File: src/rtl/decimal_count_run_length_decoder_assert.svh
// assertion macros for the run-length decoder
`ifndef DECIMAL_COUNT_RUN_LENGTH_DECODER_ASSERT_SVH
`define DECIMAL_COUNT_RUN_LENGTH_DECODER_ASSERT_SVH

// same-cycle implication, disabled while reset is held
`define RLD_ASSERT_NOW(lbl, clk, rst_n, ante, cons) \
    lbl: assert property (@(posedge clk) disable iff (!(rst_n)) (ante) |-> (cons)) \
        else $error("rld assertion failed");

// next-cycle implication, disabled while reset is held
`define RLD_ASSERT_NEXT(lbl, clk, rst_n, ante, cons) \
    lbl: assert property (@(posedge clk) disable iff (!(rst_n)) (ante) |=> (cons)) \
        else $error("rld assertion failed");

`endif

File: src/rtl/rld_pkg.sv
`timescale 1ns / 1ps
package rld_pkg;

    localparam int MAX_REPEAT = 63;
    localparam int CNT_W      = 6;
    localparam int BYTE_W     = 8;
    localparam int QDEPTH     = 2;
    localparam int QAW        = (QDEPTH > 1) ? $clog2(QDEPTH) : 1;
    localparam int QCW        = $clog2(QDEPTH + 1);

    localparam logic [BYTE_W-1:0] ASCII_ZERO = 8'h30;
    localparam logic [BYTE_W-1:0] ASCII_NINE = 8'h39;

    typedef struct packed {
        logic [BYTE_W-1:0] in_byte;
        logic              flush;
    } t_in;

    typedef struct packed {
        logic [BYTE_W-1:0] out_byte;
        logic              last_of_run;
    } t_out;

    // one expansion job: rep_cnt copies of rep_sym, then lit_sym if has_lit
    typedef struct packed {
        logic [BYTE_W-1:0] rep_sym;
        logic [CNT_W-1:0]  rep_cnt;
        logic              has_lit;
        logic [BYTE_W-1:0] lit_sym;
    } t_cmd;

    typedef struct packed {
        logic           full;
        logic           empty;
        logic [QCW-1:0] count;
    } t_qstat;

    function automatic logic is_digit(input logic [BYTE_W-1:0] b);
        return (b >= ASCII_ZERO) && (b <= ASCII_NINE);
    endfunction

endpackage

File: src/rtl/rld_front.sv
`timescale 1ns / 1ps
module rld_front (
    input  logic           i_clk,
    input  logic           i_rst_n,
    input  logic           i_accept,
    input  rld_pkg::t_in   i_in,
    output logic           o_push,
    output rld_pkg::t_cmd  o_cmd
);

    logic [rld_pkg::BYTE_W-1:0] r_held;
    logic [rld_pkg::CNT_W-1:0]  r_pend;
    logic [rld_pkg::BYTE_W-1:0] n_held;
    logic [rld_pkg::CNT_W-1:0]  n_pend;

    logic                       w_digit;
    logic [3:0]                 w_dval;
    logic [rld_pkg::CNT_W+3:0]  w_acc;

    assign w_digit = rld_pkg::is_digit(i_in.in_byte);
    assign w_dval  = 4'(i_in.in_byte - rld_pkg::ASCII_ZERO);
    // pending * 10 + digit as shift-add
    assign w_acc   = {1'b0, r_pend, 3'b000} + {3'b000, r_pend, 1'b0}
                   + {{rld_pkg::CNT_W{1'b0}}, w_dval};

    always_comb begin
        n_held        = r_held;
        n_pend        = r_pend;
        o_push        = 1'b0;
        o_cmd.rep_sym = r_held;
        o_cmd.rep_cnt = r_pend;
        o_cmd.has_lit = 1'b0;
        o_cmd.lit_sym = i_in.in_byte;
        if (i_accept) begin
            if (i_in.flush) begin
                n_pend = '0;
                o_push = (r_pend != '0);
            end else if (w_digit) begin
                if (w_acc > (rld_pkg::CNT_W+4)'(rld_pkg::MAX_REPEAT)) begin
                    n_pend = rld_pkg::CNT_W'(rld_pkg::MAX_REPEAT);
                end else begin
                    n_pend = w_acc[rld_pkg::CNT_W-1:0];
                end
            end else begin
                n_pend        = '0;
                n_held        = i_in.in_byte;
                o_push        = 1'b1;
                o_cmd.has_lit = 1'b1;
            end
        end
    end

    always_ff @(posedge i_clk) begin
        if (!i_rst_n) begin
            r_held <= '0;
            r_pend <= '0;
        end else begin
            r_held <= n_held;
            r_pend <= n_pend;
        end
    end

endmodule

File: src/rtl/rld_cmdq.sv
`timescale 1ns / 1ps
module rld_cmdq (
    input  logic            i_clk,
    input  logic            i_rst_n,
    input  logic            i_push,
    input  rld_pkg::t_cmd   i_cmd,
    input  logic            i_pop,
    output rld_pkg::t_cmd   o_cmd,
    output rld_pkg::t_qstat o_stat
);

    rld_pkg::t_cmd             r_mem [rld_pkg::QDEPTH];
    logic [rld_pkg::QAW-1:0]   r_wr;
    logic [rld_pkg::QAW-1:0]   r_rd;
    logic [rld_pkg::QCW-1:0]   r_cnt;

    logic w_wr;
    logic w_rd;

    assign w_wr = i_push && (r_cnt != rld_pkg::QCW'(rld_pkg::QDEPTH));
    assign w_rd = i_pop && (r_cnt != '0);

    assign o_cmd        = r_mem[r_rd];
    assign o_stat.full  = (r_cnt == rld_pkg::QCW'(rld_pkg::QDEPTH));
    assign o_stat.empty = (r_cnt == '0);
    assign o_stat.count = r_cnt;

    function automatic logic [rld_pkg::QAW-1:0] nxt_ptr(input logic [rld_pkg::QAW-1:0] p);
        if (p == rld_pkg::QAW'(rld_pkg::QDEPTH - 1)) begin
            return '0;
        end
        return p + 1'b1;
    endfunction

    always_ff @(posedge i_clk) begin
        if (w_wr) begin
            r_mem[r_wr] <= i_cmd;
        end
    end

    always_ff @(posedge i_clk) begin
        if (!i_rst_n) begin
            r_wr  <= '0;
            r_rd  <= '0;
            r_cnt <= '0;
        end else begin
            if (w_wr) begin
                r_wr <= nxt_ptr(r_wr);
            end
            if (w_rd) begin
                r_rd <= nxt_ptr(r_rd);
            end
            case ({w_wr, w_rd})
                2'b10:   r_cnt <= r_cnt + 1'b1;
                2'b01:   r_cnt <= r_cnt - 1'b1;
                default: r_cnt <= r_cnt;
            endcase
        end
    end

endmodule

File: src/rtl/rld_back.sv
`timescale 1ns / 1ps
module rld_back (
    input  logic            i_clk,
    input  logic            i_rst_n,
    input  rld_pkg::t_cmd   i_cmd,
    input  logic            i_cmd_valid,
    output logic            o_cmd_pop,
    input  logic            i_pop,
    output logic            o_empty,
    output rld_pkg::t_out   o_out
);

    logic [rld_pkg::BYTE_W-1:0] r_rep_sym;
    logic [rld_pkg::BYTE_W-1:0] r_lit_sym;
    logic [rld_pkg::CNT_W-1:0]  r_rem;
    logic                       r_lit;
    logic                       r_ov;
    rld_pkg::t_out              r_out;

    logic w_active;
    logic w_adv;
    logic w_last;

    assign w_active  = (r_rem != '0) || r_lit;
    assign w_adv     = w_active && (!r_ov || i_pop);
    assign w_last    = (r_rem == '0) || ((r_rem == rld_pkg::CNT_W'(1)) && !r_lit);
    // take the next job when idle or as the current one hands out its final byte
    assign o_cmd_pop = i_cmd_valid && (!w_active || (w_adv && w_last));

    assign o_empty = !r_ov;
    assign o_out   = r_out;

    always_ff @(posedge i_clk) begin
        if (w_adv) begin
            r_out.out_byte    <= (r_rem != '0) ? r_rep_sym : r_lit_sym;
            r_out.last_of_run <= w_last;
        end
        if (o_cmd_pop) begin
            r_rep_sym <= i_cmd.rep_sym;
            r_lit_sym <= i_cmd.lit_sym;
        end
    end

    always_ff @(posedge i_clk) begin
        if (!i_rst_n) begin
            r_rem <= '0;
            r_lit <= 1'b0;
            r_ov  <= 1'b0;
        end else begin
            if (o_cmd_pop) begin
                r_rem <= i_cmd.rep_cnt;
                r_lit <= i_cmd.has_lit;
            end else if (w_adv) begin
                if (r_rem != '0) begin
                    r_rem <= r_rem - 1'b1;
                end else begin
                    r_lit <= 1'b0;
                end
            end
            if (w_adv) begin
                r_ov <= 1'b1;
            end else if (i_pop) begin
                r_ov <= 1'b0;
            end
        end
    end

endmodule

File: src/rtl/decimal_count_run_length_decoder.sv
// an item becomes a job in the queue, which the back end's single repeat counter
// turns into results in the output register, one result per cycle while the
// receiver pops; digit items make no job and only update the pending count
// a symbol item with n pending repeats yields n + 1 results, a flush yields n
// reset (i_rst_n low, synchronous) clears held symbol and count to 0 and empties
// the job queue and output register
`timescale 1ns / 1ps
`include "decimal_count_run_length_decoder_assert.svh"
module decimal_count_run_length_decoder (
    input  logic           i_clk,
    input  logic           i_rst_n,
    input  logic           push,
    output logic           full,
    input  rld_pkg::t_in   i_in,
    output logic           empty,
    input  logic           pop,
    output rld_pkg::t_out  o_out
);

    // front end: tracks held symbol and pending count, turns symbols and
    // flushes into expansion jobs
    logic            w_accept;
    logic            w_push;
    rld_pkg::t_cmd   w_fcmd;

    // job queue between front and back
    rld_pkg::t_cmd   w_qcmd;
    rld_pkg::t_qstat w_qstat;
    logic            w_qpop;

    // input stalls only when the job queue is full
    assign full     = w_qstat.full;
    assign w_accept = push && !w_qstat.full;

    rld_front u_front (
        .i_clk    (i_clk),
        .i_rst_n  (i_rst_n),
        .i_accept (w_accept),
        .i_in     (i_in),
        .o_push   (w_push),
        .o_cmd    (w_fcmd)
    );

    rld_cmdq u_cmdq (
        .i_clk   (i_clk),
        .i_rst_n (i_rst_n),
        .i_push  (w_push),
        .i_cmd   (w_fcmd),
        .i_pop   (w_qpop),
        .o_cmd   (w_qcmd),
        .o_stat  (w_qstat)
    );

    // back end: counts out repeats, then the literal, into the output register
    rld_back u_back (
        .i_clk       (i_clk),
        .i_rst_n     (i_rst_n),
        .i_cmd       (w_qcmd),
        .i_cmd_valid (!w_qstat.empty),
        .o_cmd_pop   (w_qpop),
        .i_pop       (pop),
        .o_empty     (empty),
        .o_out       (o_out)
    );

    // a symbol transaction always leaves a job in the queue
    `RLD_ASSERT_NEXT(a_sym_queued, i_clk, i_rst_n,
        w_accept && !i_in.flush && !rld_pkg::is_digit(i_in.in_byte), w_qstat.count != '0)
    // a digit transaction never adds a job
    `RLD_ASSERT_NEXT(a_digit_no_job, i_clk, i_rst_n,
        w_accept && !i_in.flush && rld_pkg::is_digit(i_in.in_byte),
        w_qstat.count <= $past(w_qstat.count))
    // queue flags agree with each other
    `RLD_ASSERT_NOW(a_q_flags, i_clk, i_rst_n, w_qstat.full, !w_qstat.empty)

endmodule

File: config.mk
export PLATFORM = sky130hd
export DESIGN_NAME = decimal_count_run_length_decoder
export DESIGN_NICKNAME = d
export VERILOG_FILES = /design/src/rtl/rld_pkg.sv /design/src/rtl/rld_front.sv /design/src/rtl/rld_cmdq.sv /design/src/rtl/rld_back.sv /design/src/rtl/decimal_count_run_length_decoder.sv
export VERILOG_INCLUDE_DIRS = /design/src /design/src/rtl
export SDC_FILE = /design/constraint.sdc
export NUM_CORES = 1
export LEC_CHECK = 0
export ABC_CLOCK_PERIOD_IN_PS = 3550
export BUFFER_PORTS_ARGS = -buffer_cell sky130_fd_sc_hd__buf_2
export CORE_MARGIN = 4
export CORE_UTILIZATION = 60
export DETAILED_ROUTE_END_ITERATION = 10
export PLACE_DENSITY = 0.79
export SLEW_MARGIN = 20
export SYNTH_ARGS = -nofsm -noshare
export SYNTH_HDL_FRONTEND = slang
export SYNTH_SLANG_ARGS = --single-unit
File: constraint.sdc
create_clock -name i_clk -period 3.55 [get_ports i_clk]
set_clock_uncertainty 0.05 [all_clocks]
set_input_delay 0.71 -clock i_clk [delete_from_list [all_inputs] [get_ports i_clk]]
set_output_delay 0.71 -clock i_clk [all_outputs]
set_load 0.02 [all_outputs]
# After elaboration in Yosys (flattened, before gate mapping)

Memories as Yosys holds them, arrays and structs flattened. A register that Yosys moved wholly into a read port is not among the register bits.
Index checks and enable logic that the tools add are counted.

Register bits after elaboration: 51
RAM bits: 46
Bits of input ports: 13
Output and inout bits: 11
Word-level logic and storage cells: 93
Memories: 1

Memory list:

| memory       | depth | bits a word | rd ports | clocked after memory_dff | write ports | RTL line       | text |
|---|---|---|---|---|---|---|---|
| u_cmdq.r_mem | 2     | 23          | 1        | 1                        | 1           | rld_cmdq.sv:12 | `rld_pkg::t_cmd r_mem [rld_pkg::QDEPTH];` |

Add/sub/neg operators: 8
Magnitude comparators: 3
Equal/unequal tests: 6
Multiplexer cells: 32
Bitwise logic cells: 2
Reduce and logical (&&, ||, !) cells: 29

Operator list:

| kind                | count |
|---|---|
| $mux 6              | 6 |
| $mux 1              | 24 |
| $reduce_bool 6->1   | 2 |
| $add 10x4->10       | 1 |
| $add 9x7->10        | 1 |
| $gt 10x6->1 const B | 1 |
| $reduce_bool 2->1   | 5 |
| $ge 8x6->1 const B  | 1 |
| $le 8x6->1 const B  | 1 |
| $logic_and 1x1->1   | 8 |
| $mux 8              | 1 |
| $eq 6x1->1 const B  | 1 |
| $logic_not 6->1     | 1 |
| $sub 6x1->6 const B | 1 |
| $logic_not 1->1     | 5 |
| $eq 2x2->1 const B  | 2 |
| $logic_or 1x1->1    | 4 |
| $ne 2x2->1 const B  | 2 |
| $pmux 2 s2          | 1 |
| $reduce_and 2->1    | 2 |
| $sub 4x1->4 const B | 1 |
| $reduce_and 3->1    | 1 |
| $add 1x1->1 const B | 2 |
| $add 2x1->2 const B | 1 |
| other kinds (4)     | 5 |

# Depth between registers and ports, before layout

Depth after elaboration: 12
Mapped depth: 10
Gate-level depth less buffers: 10

# Modules after synthesis

From an unflattened synthesis, not the netlist that was laid out.

Cell total of the unflattened synthesis: 283
Area total of the unflattened synthesis: 4,162.7 µm²

Modules (own cells, without submodules):

| module                           | instances | cells an instance | area an instance (µm²) | seq. area each (µm²) |
|---|---|---|---|---|
| rld_cmdq                         | 1         | 97                | 1,886.8                | 1,481.4 |
| rld_back                         | 1         | 91                | 1,361.3                | 910.9 |
| rld_front                        | 1         | 93                | 897.1                  | 280.3 |
| decimal_count_run_length_decoder | 1         | 2                 | 17.5                   | 0.0 |

# Least setup slack after synthesis

No wires, ideal clock.

Path kind: input port to flip-flop
Start point: input i_in[8] (netlist name)
End point: memory u_cmdq.r_mem[1][0] (netlist name), enable pin
Library setup time: 403 ps
Data arrival time: 2,470 ps
Required time: 3,097 ps
Slack: 627 ps
Stages: 4
Path buffers: 0
Cells stage by stage: and4bb_4 -> and3b_1 -> or3_1 -> nor2_1

Word-level cells in the longest chain between the ends: 8
Elaborated cells on any way between the ends: 9
Classes of those cells: order compare (2); mux (5); reduce/logical (2)

RTL lines:

| what                                            | RTL line                               | text |
|---|---|---|
| from (decl)                                     | decimal_count_run_length_decoder.sv:14 | `input rld_pkg::t_in i_in,` |
| $ge 8x6->1 / $le 8x6->1 (equally long branches) | rld_pkg.sv:39                          | `return (b >= ASCII_ZERO) && (b <= ASCII_NINE);` |
| $logic_and 1x1->1 *                             | rld_pkg.sv:39                          |  |
| $mux 1 *                                        | rld_front.sv:38                        | `end else if (w_digit) begin` |
| $mux 1 *                                        | rld_front.sv:35                        | `if (i_in.flush) begin` |
| $mux 1 *                                        | rld_front.sv:34                        | `if (i_accept) begin` |
| $logic_and 1x1->1 *                             | rld_cmdq.sv:20                         | `assign w_wr = i_push && (r_cnt != rld_pkg::QCW'(rld_pkg::QDEPTH));` |
| $mux 1 *                                        | rld_cmdq.sv:36                         | `if (w_wr) begin` |
| $mux 1 (implied by the code) *                  | rld_cmdq.sv:37                         | `r_mem[r_wr] <= i_cmd;` |
| to (decl)                                       | rld_cmdq.sv:12                         |  |

Every way passes the cells marked *; elsewhere a longest branch is shown, timed or not.

# Worst setup path in the final report

Start point: register u_back.r_rem[0] (netlist name)
End point: register u_cmdq.r_cnt[1] (netlist name)

Word-level cells in the longest chain between the ends: 9
Elaborated cells on any way between the ends: 16
Classes of those cells: eq/ne (3); mux (1); reduce/logical (12)

RTL lines:

| what                                                         | RTL line                       | text |
|---|---|---|
| from (decl)                                                  | rld_back.sv:15                 | `logic [rld_pkg::CNT_W-1:0] r_rem;` |
| from (signal assigned)                                       | rld_back.sv:51                 | `r_rem <= i_cmd.rep_cnt;` |
| from (signal assigned)                                       | rld_back.sv:55                 | `r_rem <= r_rem - 1'b1;` |
| $eq 6x1->1 / $reduce_bool 6->1 (equally long branches)       | rld_back.sv:26, rld_back.sv:24 |  |
| $logic_and 1x1->1 / $logic_or 1x1->1 (equally long branches) | rld_back.sv:26, rld_back.sv:24 |  |
| $logic_or 1x1->1 / $logic_and 1x1->1 (equally long branches) | rld_back.sv:26, rld_back.sv:25 |  |
| $logic_and 1x1->1                                            | rld_back.sv:28                 | `assign o_cmd_pop = i_cmd_valid && (!w_active \|\| (w_adv && w_last));` |
| $logic_or 1x1->1 *                                           | rld_back.sv:28                 |  |
| $logic_and 1x1->1 *                                          | rld_back.sv:28                 |  |
| named net u_back.o_cmd_pop                                   | rld_back.sv:7                  | `output logic o_cmd_pop,` |
| $logic_and 1x1->1 *                                          | rld_cmdq.sv:21                 | `assign w_rd = i_pop && (r_cnt != '0);` |
| $eq 2x1->1 / $eq 2x2->1 (equally long branches)              | rld_cmdq.sv:53                 | `case ({w_wr, w_rd})` |
| $pmux 2 s2 / $reduce_bool 2->1 (equally long branches)       | --                             |  |
| to (signal assigned)                                         | rld_cmdq.sv:54                 | `2'b10: r_cnt <= r_cnt + 1'b1;` |
| to (signal assigned)                                         | rld_cmdq.sv:55                 | `2'b01: r_cnt <= r_cnt - 1'b1;` |
| to (signal assigned)                                         | rld_cmdq.sv:56                 | `default: r_cnt <= r_cnt;` |
| to (decl)                                                    | rld_cmdq.sv:15                 | `logic [rld_pkg::QCW-1:0] r_cnt;` |

The timed path passes the listed nets; every way through them passes the cells marked *.
A chain may end at the register's enable or synchronous reset.

==> run_results.csv <==
group,metric,value,unit
placement,placed_cell_area,4370,um2
timing,rsz0062_at_grt,"false",
detailed_routing,drt-pass1-iter-count,4,
global_routing,grt_antenna_before_repair,0,
clock_network,cts_tree,"done",
worst_setup_path,cpPeakStageDelay,390,ps
clock_network,cts_buffer_depth,2,
detailed_routing,vias,2339,
die,num_rows,29,
final_layout,register_area,2670,um2
clock_network,cts_resized,0,
timing,finalSetupTns,0,ps
pwr,total_power,0.00346,W
die,die_w,91.0,um
worst_hold_path,hold_class,"reg -> reg",
worst_setup_path,critical_path.max_fanout,10,
global_routing,grt_usage,0.177,
pwr,p_sw_frac,0.318,
logic_synthesis,ys_warn_count,0,
placement,dp_hpwl,4.71,mm
final_layout,layout-drive-gt1-share,0.251,
pwr,powerDensity,756,nW/um2
die,core,6530,um2
timing,worst_slew_pin_slew,859,ps
logic_synthesis,synth_nets,317,
final_layout,multi_input_area,1410,um2
clock_network,post-cts-setup-buffer-count,0,
clock_network,cts_made_buffers,9,
global_routing,grt_pass1_wl,11.5,mm
logic_synthesis,ys_ff_latch,98,
worst_setup_path,cp_cell_sequence,"inv_1 > ha_1 > nor3b_4 > nand3_1 > and2_1 > inv_1 > ha_1 > or3_1 > a21oi_1",
timing,whs,413,ps
worst_setup_path,worstReg2RegStart,"u_back.r_rem[0]$_SDFFE_PN0P_",
pwr,vdd_drop_max,0.000284,V
worst_setup_path,reg2reg_slack,780,ps
timing,maxSlewHeadroom,0.427,
final_layout,final_area,4580,um2
timing,period_needed,2770,ps
global_routing,grt_max_degree,21,
clock_network,cts_root_buffer,"clkbuf_8",
clock_network,clk_latency,350,ps
timing,fin_crit_sh,0.779,
outcome,status,"complete, no violations",
pwr,combPwrFrac,0.309,
worst_setup_path,arrival,2990,ps
global_routing,grt_pass1_vias,2358,
final_layout,fillers,453,
clock_network,ctsHtreeMaxLevel,3,
worst_setup_path,rr_endpoint,"u_cmdq.r_cnt[1]$_SDFFE_PN0P_",
worst_setup_path,path_buf_inv,2,
worst_hold_path,hold_path_depth,0,
timing,hold_violations,0,
detailed_routing,via_per_inst,5.79,
pwr,p_sw,0.00110,W
timing,setup_violations,0,
worst_setup_path,critPathTopFamily,"simple AND/OR/NAND/NOR gates",
pwr,p_int,0.00236,W
placement,io_buffers,23,
logic_synthesis,synth_cell_types,46,
final_layout,insertedDiodeCount,0,
clock_network,cts.clk_slew.worst_paths,90,ps
clock_network,hold_buffers,0,
logic_synthesis,ys_seq_area_frac,0.647,
worst_setup_path,cp_slowest_cell,"nand3_1",
worst_setup_path,reg2reg_depth,9,
detailed_routing,ant_nets,0,
pwr,power_frac_seq,0.480,
final_layout,final_common_cell,"edfxtp_1",
logic_synthesis,netlist_instances,288,
worst_setup_path,crit_path_end_kind,"flip-flop",
timing,slew_viol_final,0,
placement,gp_congestion,0.836,
final_layout,area_growth,10.8,%
worst_hold_path,hp-start,"u_front.r_held[4]$_SDFFE_PN0P_",
worst_hold_path,holdPathEnd,"u_cmdq.r_mem[0][19]$_DFFE_PP_",
die,initial_utilization,0.633,
detailed_routing,drt_iter0_drc,139,
final_layout,fin_util,0.701,
final_layout,nets,351,
worst_setup_path,crit_required,3770,ps
die,fp.dieH,91.0,um
worst_setup_path,critPathLaunchType,"flip-flop",
die,io_pins,24,
logic_synthesis,syn_area,4130,um2
detailed_routing,wl_per_cell,16.8,um
final_layout,mostFrequentLayoutCells,"edfxtp_1 (71), mux2_2 (28), dfxtp_1 (27)",
die,dieArea,8280,um2
pwr,power.leakage,1.74,nW
logic_synthesis,avgSynthCellArea,14.3,um2
flow_run,drv_cap,0,
detailed_routing,drt-total-wl,6.80,mm
clock_network,clock_sinks,98,
detailed_routing,drc,0,
global_routing,grt_overflow,0,
pwr,power_frac_clock,0.211,
timing,fmax,361,MHz
worst_setup_path,critPathKind,"reg -> reg",
## power groups by stage
| stage | Sequential (W) | Combinational, W | Clock, W |
|---|---|---|---|
| after global routing | 0.00169 | 0.00119 | 0.000798 |
| after detailed placement | 0.00169 | 0.00107 | 0 |
| after global placement | 0.00168 | 0.00106 | 0 |
| after CTS | 0.00166 | 0.00108 | 0.000747 |
| after floorplan | 0.00173 | 0.000755 | 0 |
| final | 0.00166 | 0.00107 | 0.000729 |
## worst register-to-register path, cell delays in order (launching register included)
cell	delay [ps]
dfxtp_1	380
inv_1	80
ha_1	250
nor3b_4	360
nand3_1	390
and2_1	340
inv_1	90
ha_1	260
or3_1	350
a21oi_1	140
## how the worst max path moves through the flow
stage                     slack, ps  cells past startpoint                        endpoint                          from
after floorplan                 630                      4    u_cmdq.r_mem[1][0]$_DFFE_PP_                       i_in[8]
after global placement          780                      8  u_front.r_pend[4]$_SDFFE_PN0P_                       i_in[3]
after detailed placement        620                      8  u_front.r_pend[2]$_SDFFE_PN0P_                       i_in[3]
after CTS                       830                      9    u_cmdq.r_cnt[1]$_SDFFE_PN0P_  u_back.r_rem[0]$_SDFFE_PN0P_
after global routing            620                      9    u_cmdq.r_cnt[1]$_SDFFE_PN0P_  u_back.r_rem[1]$_SDFFE_PN0P_
final                           780                      9    u_cmdq.r_cnt[1]$_SDFFE_PN0P_  u_back.r_rem[0]$_SDFFE_PN0P_
## through the flow
step	instances	setup slack (ps)
2_1_floorplan	288	627
5_1_grt	404	619
4_1_cts	404	830
3_5_place_dp	388	617
6_report	404	783
3_3_place_gp	388	784
## cells in the mapped netlist (all sizes together)
| cell | instances | area [um2] |
|---|---|---|
| nand4 | 1 | 6.26 |
| nor2 | 13 | 48.8 |
| o31ai | 1 | 7.51 |
| a211o | 2 | 17.5 |
| or2 | 2 | 12.5 |
| nor4 | 4 | 40.0 |
| xor2 | 2 | 17.5 |
| or4 | 1 | 7.51 |
| o211ai | 2 | 15.0 |
| inv | 9 | 33.8 |
| o21a | 3 | 22.5 |
| buf | 3 | 13.8 |
| ha | 14 | 175 |
| a31oi | 2 | 12.5 |
| nor2b | 4 | 25.0 |
| a2111oi | 1 | 27.5 |
| o31a | 2 | 17.5 |
| o2111ai | 1 | 15.0 |
| mux2i | 11 | 110 |
| or4b | 1 | 10.0 |
| nor3 | 10 | 50.1 |
| mux2 | 28 | 315 |
| clkbuf | 2 | 7.51 |
| and3 | 1 | 6.26 |
| a21oi | 16 | 80.1 |
| fa | 2 | 40.0 |
| o21ai | 8 | 40.0 |
| and4bb | 1 | 16.3 |
| a21o | 4 | 30.0 |
| or3 | 4 | 25.0 |
| nand3 | 4 | 20.0 |
| and2 | 3 | 18.8 |
| nand2b | 3 | 21.3 |
| nand2 | 14 | 52.6 |
| a311oi | 1 | 8.76 |
| a211oi | 5 | 37.5 |
| xnor2 | 3 | 26.3 |
| edfxtp | 71 | 2130 |
| dfxtp | 27 | 541 |
| nor3b | 1 | 18.8 |
| and3b | 1 | 8.76 |
## layout make-up
cell class              count  share of cell area
flip-flops and latches     98               0.584
multi-input cells         176               0.307
repair buffers             28              0.0361
clock buffers               9              0.0270
well taps                  77              0.0210
clock inverters             7              0.0178
inverters                   9             0.00738
## cell families (layout without fill, tap and decap cells)
family          after synthesis  in the layout  synth area share
mux                          39             39             0.103
fa+ha+maj                    16             16            0.0521
buf+inv                      14             53            0.0133
simple gates                 68             68            0.0939
flops                        98             98             0.647
xor+xnor                      5              5            0.0106
compound gates               48             48            0.0803
## metal layers
metal  up-vias  track usage  routed length, um
li1       1165            -                  -
met1      1109        0.241               3110
met2        59        0.287               3240
met3         6       0.0380                401
met4         0       0.0565                 44
met5         -            0                  0
## registers in the layout, indices dropped and copies added (netlist names), named ones only
register	cells
u_cmdq.r_rd	1
u_back.r_lit	1
u_back.r_lit_sym	8
u_back.r_rep_sym	8
u_cmdq.r_wr	1
u_front.r_held	8
u_back.o_out	9
u_cmdq.r_mem	46
u_front.r_pend	6
u_back.r_ov	1
u_back.r_rem	6
u_cmdq.r_cnt	2
No activity file was read; power rests on OpenSTA's default activity.
